### src/rtl/core/cnms_pkg.sv
`timescale 1ns / 1ps
`default_nettype none
// ----------------------------------------------------------------------------
// cnms_pkg
// shared types and constants of the conditional neighbour mean smoother
// ----------------------------------------------------------------------------
package cnms_pkg;

  localparam int MAX_LINE   = 32;
  localparam int MAX_LINES  = 1024;
  localparam int VALUE_BITS = 32;
  localparam int COL_BITS   = $clog2(MAX_LINE);
  localparam int ROW_BITS   = $clog2(MAX_LINES);
  localparam int LEN_BITS   = 6;
  localparam int CNT_BITS   = 11;
  localparam int BANK_BITS  = 2;
  localparam int SUM_BITS   = VALUE_BITS + 4;
  localparam int MAG_BITS   = SUM_BITS - 1;
  localparam int IDX_BITS   = 8;
  localparam int QUEUE_DEPTH = 4;

  localparam logic [IDX_BITS-1:0] REG_THRESHOLD   = 8'd0;
  localparam logic [IDX_BITS-1:0] REG_MODE        = 8'd1;
  localparam logic [IDX_BITS-1:0] REG_LINE_LENGTH = 8'd2;
  localparam logic [IDX_BITS-1:0] REG_LINE_COUNT  = 8'd3;

  typedef enum logic [1:0] {
    MODE_FULL  = 2'd0,
    MODE_CROSS = 2'd1,
    MODE_INNER = 2'd2,
    MODE_OUTER = 2'd3
  } mode_t;

  typedef enum logic [1:0] {
    F_IDLE, F_JA, F_JB, F_FL
  } front_state_t;

  typedef enum logic [2:0] {
    B_IDLE, B_FETCH, B_WAIT, B_DPREP, B_DIV, B_SIGN, B_OUT
  } back_state_t;

  typedef struct packed {
    logic signed [VALUE_BITS-1:0] threshold;
    mode_t                        mode;
    logic [LEN_BITS-1:0]          len;
    logic [CNT_BITS-1:0]          rows;
  } cfg_t;

  typedef struct packed {
    logic [BANK_BITS-1:0] bank_up;
    logic [BANK_BITS-1:0] bank_mid;
    logic [BANK_BITS-1:0] bank_down;
    logic                 has_up;
    logic                 has_down;
    logic [COL_BITS-1:0]  col;
    logic                 last;
  } job_t;

  typedef struct packed {
    logic                  en;
    logic [BANK_BITS-1:0]  bank;
    logic [COL_BITS-1:0]   col;
    logic [VALUE_BITS-1:0] data;
  } wr_t;

  typedef struct packed {
    logic idle;
  } back_status_t;

endpackage
`default_nettype wire

### src/rtl/core/cnms_front.sv
`timescale 1ns / 1ps
`default_nettype none
// ----------------------------------------------------------------------------
// cnms_front
// takes bins, tracks raster position and line banks, issues result jobs
// ----------------------------------------------------------------------------
module cnms_front (
  input  wire logic                           clk,
  input  wire logic                           rst,
  input  wire cnms_pkg::cfg_t                 cfg,
  input  wire logic                           restart,
  input  wire logic                           s_tvalid,
  output logic                                s_tready,
  input  wire logic [cnms_pkg::VALUE_BITS-1:0] s_tdata,
  input  wire cnms_pkg::back_status_t         back_status,
  input  wire logic                           q_full,
  input  wire logic                           q_empty,
  output logic                                q_push,
  output cnms_pkg::job_t                      q_job,
  output cnms_pkg::wr_t                       wr
);
  import cnms_pkg::*;

  front_state_t         state, state_next;
  logic [ROW_BITS-1:0]  r;
  logic [COL_BITS-1:0]  c;
  logic [ROW_BITS-1:0]  jr;
  logic [COL_BITS-1:0]  jc;
  logic                 jlast_bin, jlast_line;
  logic [COL_BITS-1:0]  fi;
  logic [BANK_BITS-1:0] prev_b, cur_b, inc_b;
  logic                 accept, last_bin, last_line, rotate;
  logic [COL_BITS-1:0]  len_m1;

  assign len_m1    = COL_BITS'(cfg.len - 1'b1);
  assign last_bin  = (c == len_m1);
  assign last_line = ({1'b0, r} + 1'b1 == cfg.rows);
  assign s_tready  = (state == F_IDLE) && q_empty && back_status.idle;
  assign accept    = s_tvalid && s_tready;

  assign wr.en   = accept;
  assign wr.bank = inc_b;
  assign wr.col  = c;
  assign wr.data = s_tdata;

  always_comb begin
    state_next     = state;
    q_push         = 1'b0;
    rotate         = 1'b0;
    q_job.bank_up   = prev_b;
    q_job.bank_mid  = cur_b;
    q_job.bank_down = inc_b;
    q_job.has_up    = (jr >= ROW_BITS'(2));
    q_job.has_down  = 1'b1;
    q_job.col       = jc - 1'b1;
    q_job.last      = 1'b0;
    unique case (state)
      F_IDLE: begin
        if (accept) begin
          state_next = F_JA;
        end
      end
      F_JA: begin
        if (jr != '0 && jc != '0) begin
          q_push = !q_full;
          if (!q_full) begin
            state_next = F_JB;
          end
        end else begin
          state_next = F_JB;
        end
      end
      F_JB: begin
        q_job.col = jc;
        if (jr != '0 && jlast_bin) begin
          q_push = !q_full;
        end
        if (!(jr != '0 && jlast_bin) || !q_full) begin
          if (jlast_bin && jlast_line) begin
            state_next = F_FL;
          end else begin
            rotate     = jlast_bin;
            state_next = F_IDLE;
          end
        end
      end
      F_FL: begin
        q_job.bank_up   = cur_b;
        q_job.bank_mid  = inc_b;
        q_job.has_up    = (jr != '0);
        q_job.has_down  = 1'b0;
        q_job.col       = fi;
        q_job.last      = (fi == len_m1);
        q_push          = !q_full;
        if (!q_full && fi == len_m1) begin
          state_next = F_IDLE;
        end
      end
      default: state_next = F_IDLE;
    endcase
  end

  always_ff @(posedge clk) begin
    if (rst) begin
      state  <= F_IDLE;
      r      <= '0;
      c      <= '0;
      fi     <= '0;
      prev_b <= BANK_BITS'(0);
      cur_b  <= BANK_BITS'(1);
      inc_b  <= BANK_BITS'(2);
    end else begin
      state <= state_next;
      if (restart) begin
        r <= '0;
        c <= '0;
      end else if (accept) begin
        c <= last_bin ? '0 : c + 1'b1;
        if (last_bin) begin
          r <= last_line ? '0 : r + 1'b1;
        end
      end
      if (accept) begin
        fi <= '0;
      end else if (state == F_FL && !q_full) begin
        fi <= fi + 1'b1;
      end
      if (rotate) begin
        prev_b <= cur_b;
        cur_b  <= inc_b;
        inc_b  <= prev_b;
      end
    end
  end

  always_ff @(posedge clk) begin
    if (accept) begin
      jr         <= r;
      jc         <= c;
      jlast_bin  <= last_bin;
      jlast_line <= last_line;
    end
  end

endmodule
`default_nettype wire

### config.mk
export PLATFORM = sky130hd
export DESIGN_NAME = cnms_front
export DESIGN_NICKNAME = d
export VERILOG_FILES = /design/src/rtl/core/cnms_pkg.sv /design/src/rtl/core/cnms_front.sv
export SDC_FILE = /design/constraint.sdc
export NUM_CORES = 1
export LEC_CHECK = 0
export ABC_CLOCK_PERIOD_IN_PS = 7500
export BUFFER_PORTS_ARGS = -buffer_cell sky130_fd_sc_hd__buf_2
export CAP_MARGIN = 5
export CORE_MARGIN = 5
export CORE_UTILIZATION = 51
export DETAILED_ROUTE_END_ITERATION = 8
export PLACE_DENSITY = 0.86
export SLEW_MARGIN = 20
export SYNTH_ARGS = -nofsm -noshare
export SYNTH_HDL_FRONTEND = slang
export SYNTH_SLANG_ARGS = --single-unit
### constraint.sdc
create_clock -name clk -period 7.5 [get_ports clk]
set_input_delay 1.5 -clock clk [delete_from_list [all_inputs] [get_ports clk]]
set_output_delay 1.5 -clock clk [all_outputs]
set_load 0.005 [all_outputs]
==> flow_summary.toml <==
[hold_path]
hold_path.startpoint = "prev_b[1]"
min_path_type = "flip-flop to flip-flop"

[die]
die_area_um2 = 7660
num_io_pins = 146
row_count = 28
start_util_pct = 52.0
fp.dieW_um = 87.5
core_area_um2 = 5890
die_h_um = 87.5

[timing]
hold_viol = 0
fin_skew_ns = 0.00197
setup_tns_ns = 0
min_period_over_period_pct = 58.4
maxSlewViolCount = 0
setup_violations = 0
tightest_slew_ns = 0.646
slew_headroom_pct = 56.9
period_minus_slack_ns = 4.38
fmax_mhz = 228
rsz0062_at_grt = "no"

[global_routing]
grt_pass1_wl_um = 9780
grt-ovfl-total = 0
grt_pass1_vias = 2118
grt_usage_pct = 15.8
antenna_found_initial = 0
grt_start_max_net_pins = 27

[worst_setup_path]
r2r-start = "r[0]"
cp.arrival_ns = 2.88
end_kind = "output port"
critPathKind = "primary input to output port"
startpoint = "cfg[11]"
worstSetupStartpointType = "primary input"
crit_fanout = 4
cp.required_ns = 6.00

[clocking]
holdBufCountCts = 0
path_clk_slew_ns = 0.09
cts_made_buffers = 5
postCtsSetupRepairBufs = 0
cts-root-buf = "clkbuf_8"
clk_path_buf_depth = 2
cts_tree = "built"
cts_resized = 0
htreeDepth = 2
clk_latency_ns = 0.30
cts.sinks = 45

[yosys]
synth.ff_latch_count = 45
syn_nets = 438
ys.flop_type = "dfxtp_1"
synth-edff-count = 17
synth_area_leaders = "dfxtp_1 (18%), edfxtp_1 (17%), buf_4 (9.1%)"
syn_inst = 338
yosys.cell_types.count = 58
yosysTopAreaCellShare_pct = 18.3
postSynthAreaPerCell_um2 = 9.06
netlist_area_um2 = 3060
yosysWarnings = 0
async_reset_ff_share_pct = 0
synth_top_area_cell = "dfxtp_1"
ys_seq_area_share_pct = 35.0

[place]
port_buffers = 46
dp_cells = 411
dp_hpwl_um = 4510
dpl_cell_area_um2 = 3050
place_congestion = 0.853

[routing]
dr_total_vias = 2341
wl_per_cell_um = 14.2
drcViolationCount = 0
ant_nets = 0
drt-initial-drc-count = 96
drt-total-wl_um = 5950
viasPerCell = 5.59
drt_pass1_iterations = 4

[finish]
postLayoutCellArea_um2 = 3140
postLayoutCoreUtil_pct = 53.4
design.final.nets = 443
area_growth_pct = 2.66
nFillCells = 516
instances_no_fill = 419
antenna_cells = 0
final_common_cell = "buf_2"
drive_gt1_share_pct = 20.1
layout_common_cells = "buf_2 (46), nand2_1 (30), dfxtp_1 (28), nor2_1 (23), xor2_1 (18)"

[pwr]
cellPowerDensity_nw_per_um2 = 168
p_leak_nw = 1.20
ir_worst_vdd_mv = 0.0799

[run]
drv_cap = 0

[status]
status = "completed"
logic make-up after synthesis:
kind of cell	Yosys count	synth area share, %
muxes	9	3.06
DFF	45	35.0
and+or+nand+nor	119	20.4
adders and majority gates	10	4.08
buffers and inverters	64	13.2
AOI/OAI and AO/OA	57	13.4
xor gates and xnor gates	34	10.9
routing by layer:
metal	share of wire (%)	up-vias	global-route usage, %	routed length [um]
li1	-	1192	-	-
met3	6.5	6	2.37	389
met1	44	1068	20.9	2640
met5	0	-	0	0
met4	1.4	0	6.56	82
met2	48	75	25.6	2830
critical path: stages:
cell,delay (ns)
buf_2,0.13
inv_1,0.06
ha_1,0.22
nor3b_1,0.38
xnor2_1,0.17
nor4_1,0.24
buf_2,0.18
stage by stage:
step,setup WS [ns],hold slack (ns),power (W)
after floorplan,3.10,0.409,0.000360
after global placement,3.14,0.481,0.000375
after detailed placement,3.13,0.493,0.000380
after CTS,3.13,0.514,0.000532
after global routing,3.03,0.564,0.000558
final,3.12,0.511,0.000528
final timing paths:
| kind | to | slack, ns | cells past startpoint |
|---|---|---|---|
| max reg2reg | r[4] | 4.82 | 7 |
| min reg2reg | prev_b[1] | 0.51 | 2 |
| min | prev_b[1] | 0.51 | 2 |
| max | q_job[0] | 3.12 | 7 |
flip-flops by register name, indices dropped and copies added (netlist names):
| register | cells |
|---|---|
| jc | 5 |
| fi | 5 |
| jlast_bin | 1 |
| state | 2 |
| inc_b | 2 |
| jr | 10 |
| c | 5 |
| prev_b | 2 |
| jlast_line | 1 |
| r | 10 |
| cur_b | 2 |
area by class of cell:
class / count / area, um2 / share of cell area [%]
Multi-Input combinational cell: 229 / 1590 / 50.6
Timing Repair Buffer: 47 / 238 / 7.56
Inverter: 15 / 56.3 / 1.79
Sequential cell: 45 / 1070 / 34.1
Tap cell: 75 / 93.8 / 2.98
Clock buffer: 5 / 68.8 / 2.19
Clock inverter: 3 / 25.0 / 0.796
cells in the mapped netlist (all sizes together), types with 2 or more instances:
master	count
a211o	2
a211oi	2
a21oi	7
a221o	2
a22oi	2
and3	4
buf	42
clkbuf	7
dfxtp	28
edfxtp	17
ha	10
inv	15
mux2	3
mux2i	6
nand2	30
nand2b	3
nand3	8
nand3b	2
nand4	8
nor2	24
nor3	15
nor4	8
nor4b	2
o211ai	3
o21a	2
o21ai	16
o221ai	2
o31ai	5
o32ai	7
o41ai	2
or2	4
or3	6
xnor2	13
xor2	19
report_power, final:
part           total (W)  switching (W)  leakage [nW]  internal, W
Clock           0.000154      0.0000862        0.0452    0.0000678
Sequential      0.000270     0.00000697         0.386     0.000263
Combinational   0.000104      0.0000582         0.773    0.0000456
(Power assumes the default switching activity.)
