`config.mk`:
```
export PLATFORM = sky130hd
export DESIGN_NAME = cnms_job_queue
export DESIGN_NICKNAME = d
export VERILOG_FILES = /design/src/rtl/core/cnms_pkg.sv /design/src/rtl/core/cnms_job_queue.sv
export SDC_FILE = /design/constraint.sdc
export NUM_CORES = 1
export LEC_CHECK = 0
export BUFFER_PORTS_ARGS = -buffer_cell sky130_fd_sc_hd__buf_2
export CAP_MARGIN = 5
export CORE_ASPECT_RATIO = 1.1
export CORE_UTILIZATION = 50
export DETAILED_ROUTE_END_ITERATION = 16
export PLACE_DENSITY = 0.78
export SYNTH_ARGS = -nofsm -noshare
export SYNTH_HDL_FRONTEND = slang
export SYNTH_SLANG_ARGS = --single-unit
```
`constraint.sdc`:
```
create_clock -name clk -period 3.38 [get_ports clk]
set_input_delay 0.676 -clock clk [delete_from_list [all_inputs] [get_ports clk]]
set_output_delay 0.676 -clock clk [all_outputs]
set_load 0.005 [all_outputs]
```
`src/rtl/core/cnms_pkg.sv`:
```
`timescale 1ns / 1ps
`default_nettype none
// ----------------------------------------------------------------------------
// cnms_pkg
// shared types and constants of the conditional neighbour mean smoother
// ----------------------------------------------------------------------------
package cnms_pkg;

  localparam int MAX_LINE   = 32;
  localparam int MAX_LINES  = 1024;
  localparam int VALUE_BITS = 32;
  localparam int COL_BITS   = $clog2(MAX_LINE);
  localparam int ROW_BITS   = $clog2(MAX_LINES);
  localparam int LEN_BITS   = 6;
  localparam int CNT_BITS   = 11;
  localparam int BANK_BITS  = 2;
  localparam int SUM_BITS   = VALUE_BITS + 4;
  localparam int MAG_BITS   = SUM_BITS - 1;
  localparam int IDX_BITS   = 8;
  localparam int QUEUE_DEPTH = 4;

  localparam logic [IDX_BITS-1:0] REG_THRESHOLD   = 8'd0;
  localparam logic [IDX_BITS-1:0] REG_MODE        = 8'd1;
  localparam logic [IDX_BITS-1:0] REG_LINE_LENGTH = 8'd2;
  localparam logic [IDX_BITS-1:0] REG_LINE_COUNT  = 8'd3;

  typedef enum logic [1:0] {
    MODE_FULL  = 2'd0,
    MODE_CROSS = 2'd1,
    MODE_INNER = 2'd2,
    MODE_OUTER = 2'd3
  } mode_t;

  typedef enum logic [1:0] {
    F_IDLE, F_JA, F_JB, F_FL
  } front_state_t;

  typedef enum logic [2:0] {
    B_IDLE, B_FETCH, B_WAIT, B_DPREP, B_DIV, B_SIGN, B_OUT
  } back_state_t;

  typedef struct packed {
    logic signed [VALUE_BITS-1:0] threshold;
    mode_t                        mode;
    logic [LEN_BITS-1:0]          len;
    logic [CNT_BITS-1:0]          rows;
  } cfg_t;

  typedef struct packed {
    logic [BANK_BITS-1:0] bank_up;
    logic [BANK_BITS-1:0] bank_mid;
    logic [BANK_BITS-1:0] bank_down;
    logic                 has_up;
    logic                 has_down;
    logic [COL_BITS-1:0]  col;
    logic                 last;
  } job_t;

  typedef struct packed {
    logic                  en;
    logic [BANK_BITS-1:0]  bank;
    logic [COL_BITS-1:0]   col;
    logic [VALUE_BITS-1:0] data;
  } wr_t;

  typedef struct packed {
    logic idle;
  } back_status_t;

endpackage
`default_nettype wire

```
`src/rtl/core/cnms_job_queue.sv`:
```
`timescale 1ns / 1ps
`default_nettype none
// ----------------------------------------------------------------------------
// cnms_job_queue
// short fifo of per-result jobs between front and back
// ----------------------------------------------------------------------------
module cnms_job_queue (
  input  wire logic          clk,
  input  wire logic          rst,
  input  wire logic          push,
  input  wire cnms_pkg::job_t push_job,
  output logic               full,
  input  wire logic          pop,
  output cnms_pkg::job_t     pop_job,
  output logic               empty
);
  import cnms_pkg::*;

  localparam int PTR_BITS = $clog2(QUEUE_DEPTH);

  job_t                slots [QUEUE_DEPTH];
  logic [PTR_BITS-1:0] wp;
  logic [PTR_BITS-1:0] rp;
  logic [PTR_BITS:0]   count;

  assign full    = (count == (PTR_BITS+1)'(QUEUE_DEPTH));
  assign empty   = (count == '0);
  assign pop_job = slots[rp];

  always_ff @(posedge clk) begin
    if (rst) begin
      wp    <= '0;
      rp    <= '0;
      count <= '0;
    end else begin
      if (push && !full) begin
        wp <= wp + 1'b1;
      end
      if (pop && !empty) begin
        rp <= rp + 1'b1;
      end
      count <= count + (PTR_BITS+1)'(push && !full) - (PTR_BITS+1)'(pop && !empty);
    end
  end

  always_ff @(posedge clk) begin
    if (push && !full) begin
      slots[wp] <= push_job;
    end
  end

endmodule
`default_nettype wire

```
==> results.txt, run 1 <==
----------------------------------------------------
[Drt]
  Routed length per placed instance ... 17.5 um
  Detailed Route WL ... 3950 um
  Post-route ant nets ... 0
  Remaining design rule violation count ... 0
  1st-pass router iterations ... 4
  Avg Vias per Cell ... 5.26
  Count of vias placed by the detailed router ... 1189
  DRT iter0 DRCs ... 94

[Yosys]
  Proportion of netlist area held by the largest area contributor ... around 67%
  Most instantiated library cell after synthesis ... edfxtp_1
  Dominant cells by area after synthesis ... edfxtp_1 (67%), mux4_2 (13%), dfxtp_1 (7.2%), ha_1 (3.0%), inv_1 (1.2%)
  Sequential fraction of the synthesis area ... 74.3%
  Mux contribution to synthesized area ... 13.0%
  Area fraction in compound gates after synthesis ... 1.30%
  Mean instance size in the synthesized netlist ... 20.2 um^2
  Cell taking the most area after synthesis ... edfxtp_1
  Mapped Area ... 2510 um^2
  Total of warnings raised by yosys ... 0
  EDFF count, synth ... 56
  Synthesized flop and latch total ... 65
  Largest family of logic cells by synthesized area ... multiplexers
  Synth Flop Type ... edfxtp_1
  Simple-gate share of the synthesized area ... 4.14%
  Count of different cell masters after synthesis ... 23
  Gate count of the mapped netlist ... 124
  Xor-xnor portion of the synthesized cell area ... under 10%
  Synth cell count leaders ... edfxtp_1 (56), mux4_2 (14), dfxtp_1 (9)
  Fraction of registers with async set/reset ... 0%
  Syn Nets ... 149
  Synthesized-area fraction occupied by adder cells ... 3.79%

[Worst setup path]
  Arrival time reported for the critical path endpoint ... 1.63 ns
  Capture instance of the worst register-to-register path ... count[2]
  CP endpoint kind ... output pin
  Worst-path fanout max ... 14
  FF-to-FF path depth ... 10
  Beginning of the worst register-to-register path ... count[1]
  CP Class ... reg2out
  Endpoint required time on the critical path ... 2.70 ns
  Category of the worst setup path launch point ... flop
  Slack of the worst reg-to-reg path ... around 1.1 ns

[STA]
  Post-route setup slack ... 1.08 ns
  Count of pins over their slew limit ... 0
  Max-slew headroom ... 49.2%
  Clock period minus final worst setup slack ... 2.30 ns
  Max Clock Skew ... 0.00704 ns
  Count of final hold-check violations ... 0
  Setup repair after global routing missed its margin ... false
  Part of the cycle the worst path needs ... roughly two thirds
  Slew @ Worst Pin ... 0.762 ns
  Peak Freq ... roughly 430 MHz
  Total setup violations reported at the end of the flow ... 0
  Setup tns final ... 0 ns

[Placed design]
  Detailed placement HPWL ... 2620 um
  Buffers on Ports ... 33
  Placer congestion estimate ... ~0.66
  Worst slack at placement ... 0.809 ns

[Cells and area]
  Number of fill cells in the layout ... 344
  Layout cell share with drive strength beyond 1 ... approximately 36%
  Area delta synth->final ... 14.8%
  Total area of multi-input combinational cells ... roughly 580 um^2
  Number of nets in the final layout ... 190
  N_diodes ... 0
  Area used by sequential logic in the layout ... about 1900 um^2

[Clock network]
  Clk slew on worst S/H paths ... 0.06 ns
  Number of hold buffers added after CTS ... 0
  Number of clock sinks ... 65
  Post_cts resized ... 0
  Number of buffers added by the clock tree synthesis step ... 9
  Maximum number of buffers from clock root to sink ... 2
  Clock tree from TritonCTS ... yes
  Clock latency at the later pin of the worst-skew pair ... ~0.33 ns
  Number of post-CTS setup repair buffers ... 0
  Cell chosen for the clock root ... clkbuf_8
  H-tree Lvls ... 3

[Global routing]
  Antenna violations before repair ... 0
  Final global-route overflow total ... 0
  Vias in the first global route ... 1350
  First-pass GRT wire length ... 6470 um
  Overall fraction of global-route tracks in use ... 17.1%
  Largest net degree at the start of global routing ... 15

[Run status]
  Run status ... finished clean

[Power]
  Total power ... roughly 2000 uW
  Peak ir drop on the vdd network ... 382 uV
  Total power per unit cell area ... 704 nW/um^2
  Standby leakage power ... about 0.0010 uW

[Job]
  Max capacitance violation total ... 0

[Floorplanning]
  DIE AREA ... 5300 um^2
  Die outline width ... about 70 um
  I/O Pins ... 34
  Die Y-Extent ... 76.3 um
  Initial standard-cell utilization of the core ... 53.1%
  Floorplan Core Area ... between 4000 and 5000 um^2
  Number of standard-cell rows in the floorplan ... 26

[Worst hold path]
  Min-Delay Startpoint ... rp[1]
  Path class of the lowest-slack min-delay path ... reg2reg
  Hold depth ... 2
  End point of the most critical hold path ... rp[1]

----------------------------------------------------
[flip-flops by register name, indices dropped and copies added, names as in the netlist, named ones only]
| name | cells |
|---|---|
| count | 3 |
| rp | 2 |
| slots | 56 |
| wp | 2 |
[layer usage]
metal / GRT usage (%) / part of all wire [%] / vias up
met5: 0 / 0 / -
met4: 8.78 / 1.0 / 0
met3: 6.88 / 5.2 / 4
met2: 28.8 / 54 / 33
li1: - / - / 561
met1: 18.5 / 39 / 591
[worst max-delay path by stage]
stage,end,start,slack (ns),cells after the start
floorplan,count[2],push,1.07,10
global placement,count[2],push,0.94,11
detailed placement,count[2],push,0.81,11
CTS,pop_job[1],flop,1.04,2
global route,count[2],count[1],0.91,10
finish,pop_job[1],flop,1.08,2
[layout by cell type, fill, tap and decap left out, types with 2 or more instances in the layout]
cell,n
a21oi_1,2
and2_1,4
buf_2,33
clkbuf_1,6
clkbuf_8,10
dfxtp_1,9
edfxtp_1,56
ha_1,6
inv_1,8
mux4_2,14
nand2b_1,2
nor2_1,4
nor2b_1,2
o21ai_0,2
or3_1,2
xnor2_1,2
[final cells by class]
class / count / share of cell area [%]
clock buffers: 16 / 5.57
inverters: 8 / 1.04
multi-input cells: 47 / 20.3
flip-flops and latches: 65 / 64.7
well taps: 56 / 2.43
repair buffers: 34 / 6.00
[power breakdown]
| part | switching [uW] | internal, uW | leakage (uW) |
|---|---|---|---|
| combinational | 205 | 246 | 0.000354 |
| clock | 258 | 289 | 0.0000790 |
| sequential | 55.1 | 972 | 0.000587 |
[stage by stage]
stage                     area, um^2  util [%]  hold WS, ns  instances
final                           2880      61.0        0.488        226
after global routing            2880      61.0        0.538        226
after CTS                       2880      61.0        0.491        226
after detailed placement        2720      57.6        0.483        210
after global placement          2720      57.6        0.467        210
after floorplan                 2510         -        0.459        124
[critical path, stage by stage (launching register included)]
cell	delay (ns)
dfxtp_1	0.75
mux4_2	0.41
buf_2	0.14
[logic make-up after synthesis]
group,Yosys count
flops,65
simple gates,17
mux,15
buf+inv,12
fa+ha+maj,7
compound gates,5
xor+xnor,3
Note: power is estimated with default switching activity, not from simulation.
==> run 2: changes to the inputs <==
==> constraint.sdc (replaced) <==
create_clock -name clk -period 2.35 [get_ports clk]
set_input_delay 0.47 -clock clk [delete_from_list [all_inputs] [get_ports clk]]
set_output_delay 0.47 -clock clk [all_outputs]
set_load 0.005 [all_outputs]
==> run 2 against run 1 <==
  * Combinational power rose by 52%
  * First-iteration DRC count fell by 14%
  * Utilization rose by 1.6 points
  * Global-route usage fell by 0.41 points
  * Highest routed layer unchanged
==> results.txt, run 2 (synthesis gave the netlist of run 1 again) <==
----------------------------------------------------
[Drt]
  Detailed Route WL ... 3880 um
  1st-pass router iterations ... 5
  Avg Vias per Cell ... 5.31
  Routed length per placed instance ... roughly 17 um
  Remaining design rule violation count ... 0
  DRT iter0 DRCs ... between 80 and 90
  Post-route ant nets ... 0
  Count of vias placed by the detailed router ... 1231

[Worst setup path]
  Worst-path fanout max ... 5
  Series of cell instances along the critical path ... o31ai_2 > inv_1 > ha_1 > inv_1 > ha_1 > fa_1 > xnor2_1 > xnor2_1 > nor2_1
  CP Class ... reg2reg
  CP endpoint kind ... flop
  Worst path max stage delay ... 0.38 ns
  Slowest cell on the critical path ... fa_1
  Category of the worst setup path launch point ... flop
  FF-to-FF path depth ... 9
  Endpoint required time on the critical path ... ~2.6 ns
  Arrival time reported for the critical path endpoint ... between 2 and 2.5 ns

[Clock network]
  Cell chosen for the clock root ... clkbuf_8
  Maximum number of buffers from clock root to sink ... 2
  Number of buffers added by the clock tree synthesis step ... 9
  Clk slew on worst S/H paths ... 0.06 ns
  H-tree Lvls ... 3
  Post_cts resized ... 0
  Clock tree from TritonCTS ... yes
  Clock latency at the later pin of the worst-skew pair ... 0.33 ns
  Number of post-CTS setup repair buffers ... 0
  Number of hold buffers added after CTS ... 0
  Number of clock sinks ... 65

[Global routing]
  Met3 track demand over resource in global routing ... 5.95%
  Global Route met2 Usage ... between 20% and 30%
  Final global-route overflow total ... 0
  GR met1 Demand/Resource ... 17.9%
  Largest net degree at the start of global routing ... 15
  First-pass GRT wire length ... 6310 um
  Antenna violations before repair ... 0
  Overall fraction of global-route tracks in use ... 16.7%
  Busiest layer in global routing ... met2
  Vias in the first global route ... 1308

[Floorplanning]
  DIE AREA ... 5300 um^2
  Die Y-Extent ... 76.3 um
  Floorplan Core Area ... roughly 4700 um^2
  Die outline width ... ~70 um
  I/O Pins ... 34
  Number of standard-cell rows in the floorplan ... 26
  Initial standard-cell utilization of the core ... 53.1%

[STA]
  Clock period minus final worst setup slack ... 2.16 ns
  Count of pins over their slew limit ... 0
  Count of final hold-check violations ... 0
  Setup repair after global routing missed its margin ... false
  Max Clock Skew ... 0.00760 ns
  Setup tns final ... 0 ns
  Total setup violations reported at the end of the flow ... 0
  Slew @ Worst Pin ... ~0.27 ns
  Max-slew headroom ... 81.7%
  Post-route setup slack ... 0.192 ns
  Part of the cycle the worst path needs ... 91.8%
  Hold WS ... roughly 0.36 ns
  Peak Freq ... 463 MHz

[Power]
  Reg power frac ... between 40% and 50%
  Share of total power consumed by net switching ... about a quarter
  Standby leakage power ... roughly 0.0011 uW
  Relative contribution of the clock network to total power ... ~29%
  Total power per unit cell area ... 1020 nW/um^2
  Net load switching power ... approximately 760 uW
  Relative contribution of combinational cells to total power ... a little under a quarter
  Peak ir drop on the vdd network ... 582 uV
  Internal power ... 2260 uW

[Cells and area]
  Most common library cell in the layout ignoring fill and taps ... edfxtp_1
  Final Non-Filler Cells ... 232
  Number of nets in the final layout ... 196
  Number of fill cells in the layout ... around 340
  Number of flip-flops under the largest register name ... 56
  Area delta synth->final ... 17.9%
  Total area of multi-input combinational cells ... 583 um^2
  Utilization after layout ... ~63%
  Register containing the most flip-flops in the final layout ... slots
  Area used by sequential logic in the layout ... 1860 um^2
  Largest registers ranked by flip-flop count ... slots x56, count x3
  Layout cell share with drive strength beyond 1 ... 40.9%
  Commonest cells after routing, fill and taps aside ... edfxtp_1 (56), buf_2 (33), mux4_2 (14)
  N_diodes ... 0

[Worst hold path]
  Path class of the lowest-slack min-delay path ... in2reg
  Hold depth ... 1

[Placed design]
  Worst slack at placement ... ~0.14 ns
  Placer congestion estimate ... 0.633
  Buffers on Ports ... 33
  Number of placed instances, taps included ... 216
  Detailed placement HPWL ... 2540 um

[Job]
  Max capacitance violation total ... 0

[Run status]
  Run status ... finished clean

----------------------------------------------------
-- run 2: per-layer routing --
layer,share of wire [%],vias to the layer above
li1,-,574
met1,39,615
met2,54,37
met3,5.4,5
met4,1.6,0
met5,0,-
-- run 2: through the flow --
stage / power, uW / area (um^2)
finish: 3020 / 2960
global route: 3180 / 2960
CTS: 3060 / 2960
detailed placement: 2180 / 2760
global placement: 2150 / 2760
floorplan: 1950 / 2510
-- run 2: power groups by stage --
stage / combinational (uW) / sequential, uW / clock, uW
4_1_cts: 704 / 1460 / 899
5_1_grt: 758 / 1470 / 951
3_3_place_gp: 679 / 1470 / 0
6_report: 687 / 1460 / 876
3_5_place_dp: 700 / 1480 / 0
2_1_floorplan: 484 / 1470 / 0
-- run 2: worst paths after layout --
| kind | end | startpoint | slack, ns |
|---|---|---|---|
| worst max-delay path | count[2] | count[1] | 0.19 |
| worst min-delay path | slots[2][1] | push_job[1] | 0.36 |
| worst max register to register | count[2] | count[1] | 0.19 |
| worst min register to register | wp[1] | wp[1] | 0.52 |
-- run 2: final cells by class --
class | instances | area share (%)
tap | 56 | 2.37
timing repair buffer | 40 | 7.37
clock buffer | 14 | 6.18
clock inverter | 2 | 0.339
multi-input combinational | 47 | 19.7
sequential | 65 | 63.0
inverter | 8 | 1.02
-- run 2: critical path, delay by kind of cell (launching register included) --
kind / cells / cell delay, ns
xor gates and xnor gates: 2 / 0.35
and+or+nand+nor: 1 / 0.05
adders and majority gates: 3 / 0.84
DFF: 1 / 0.37
buffers and inverters: 2 / 0.11
AOI/OAI and AO/OA: 1 / 0.33
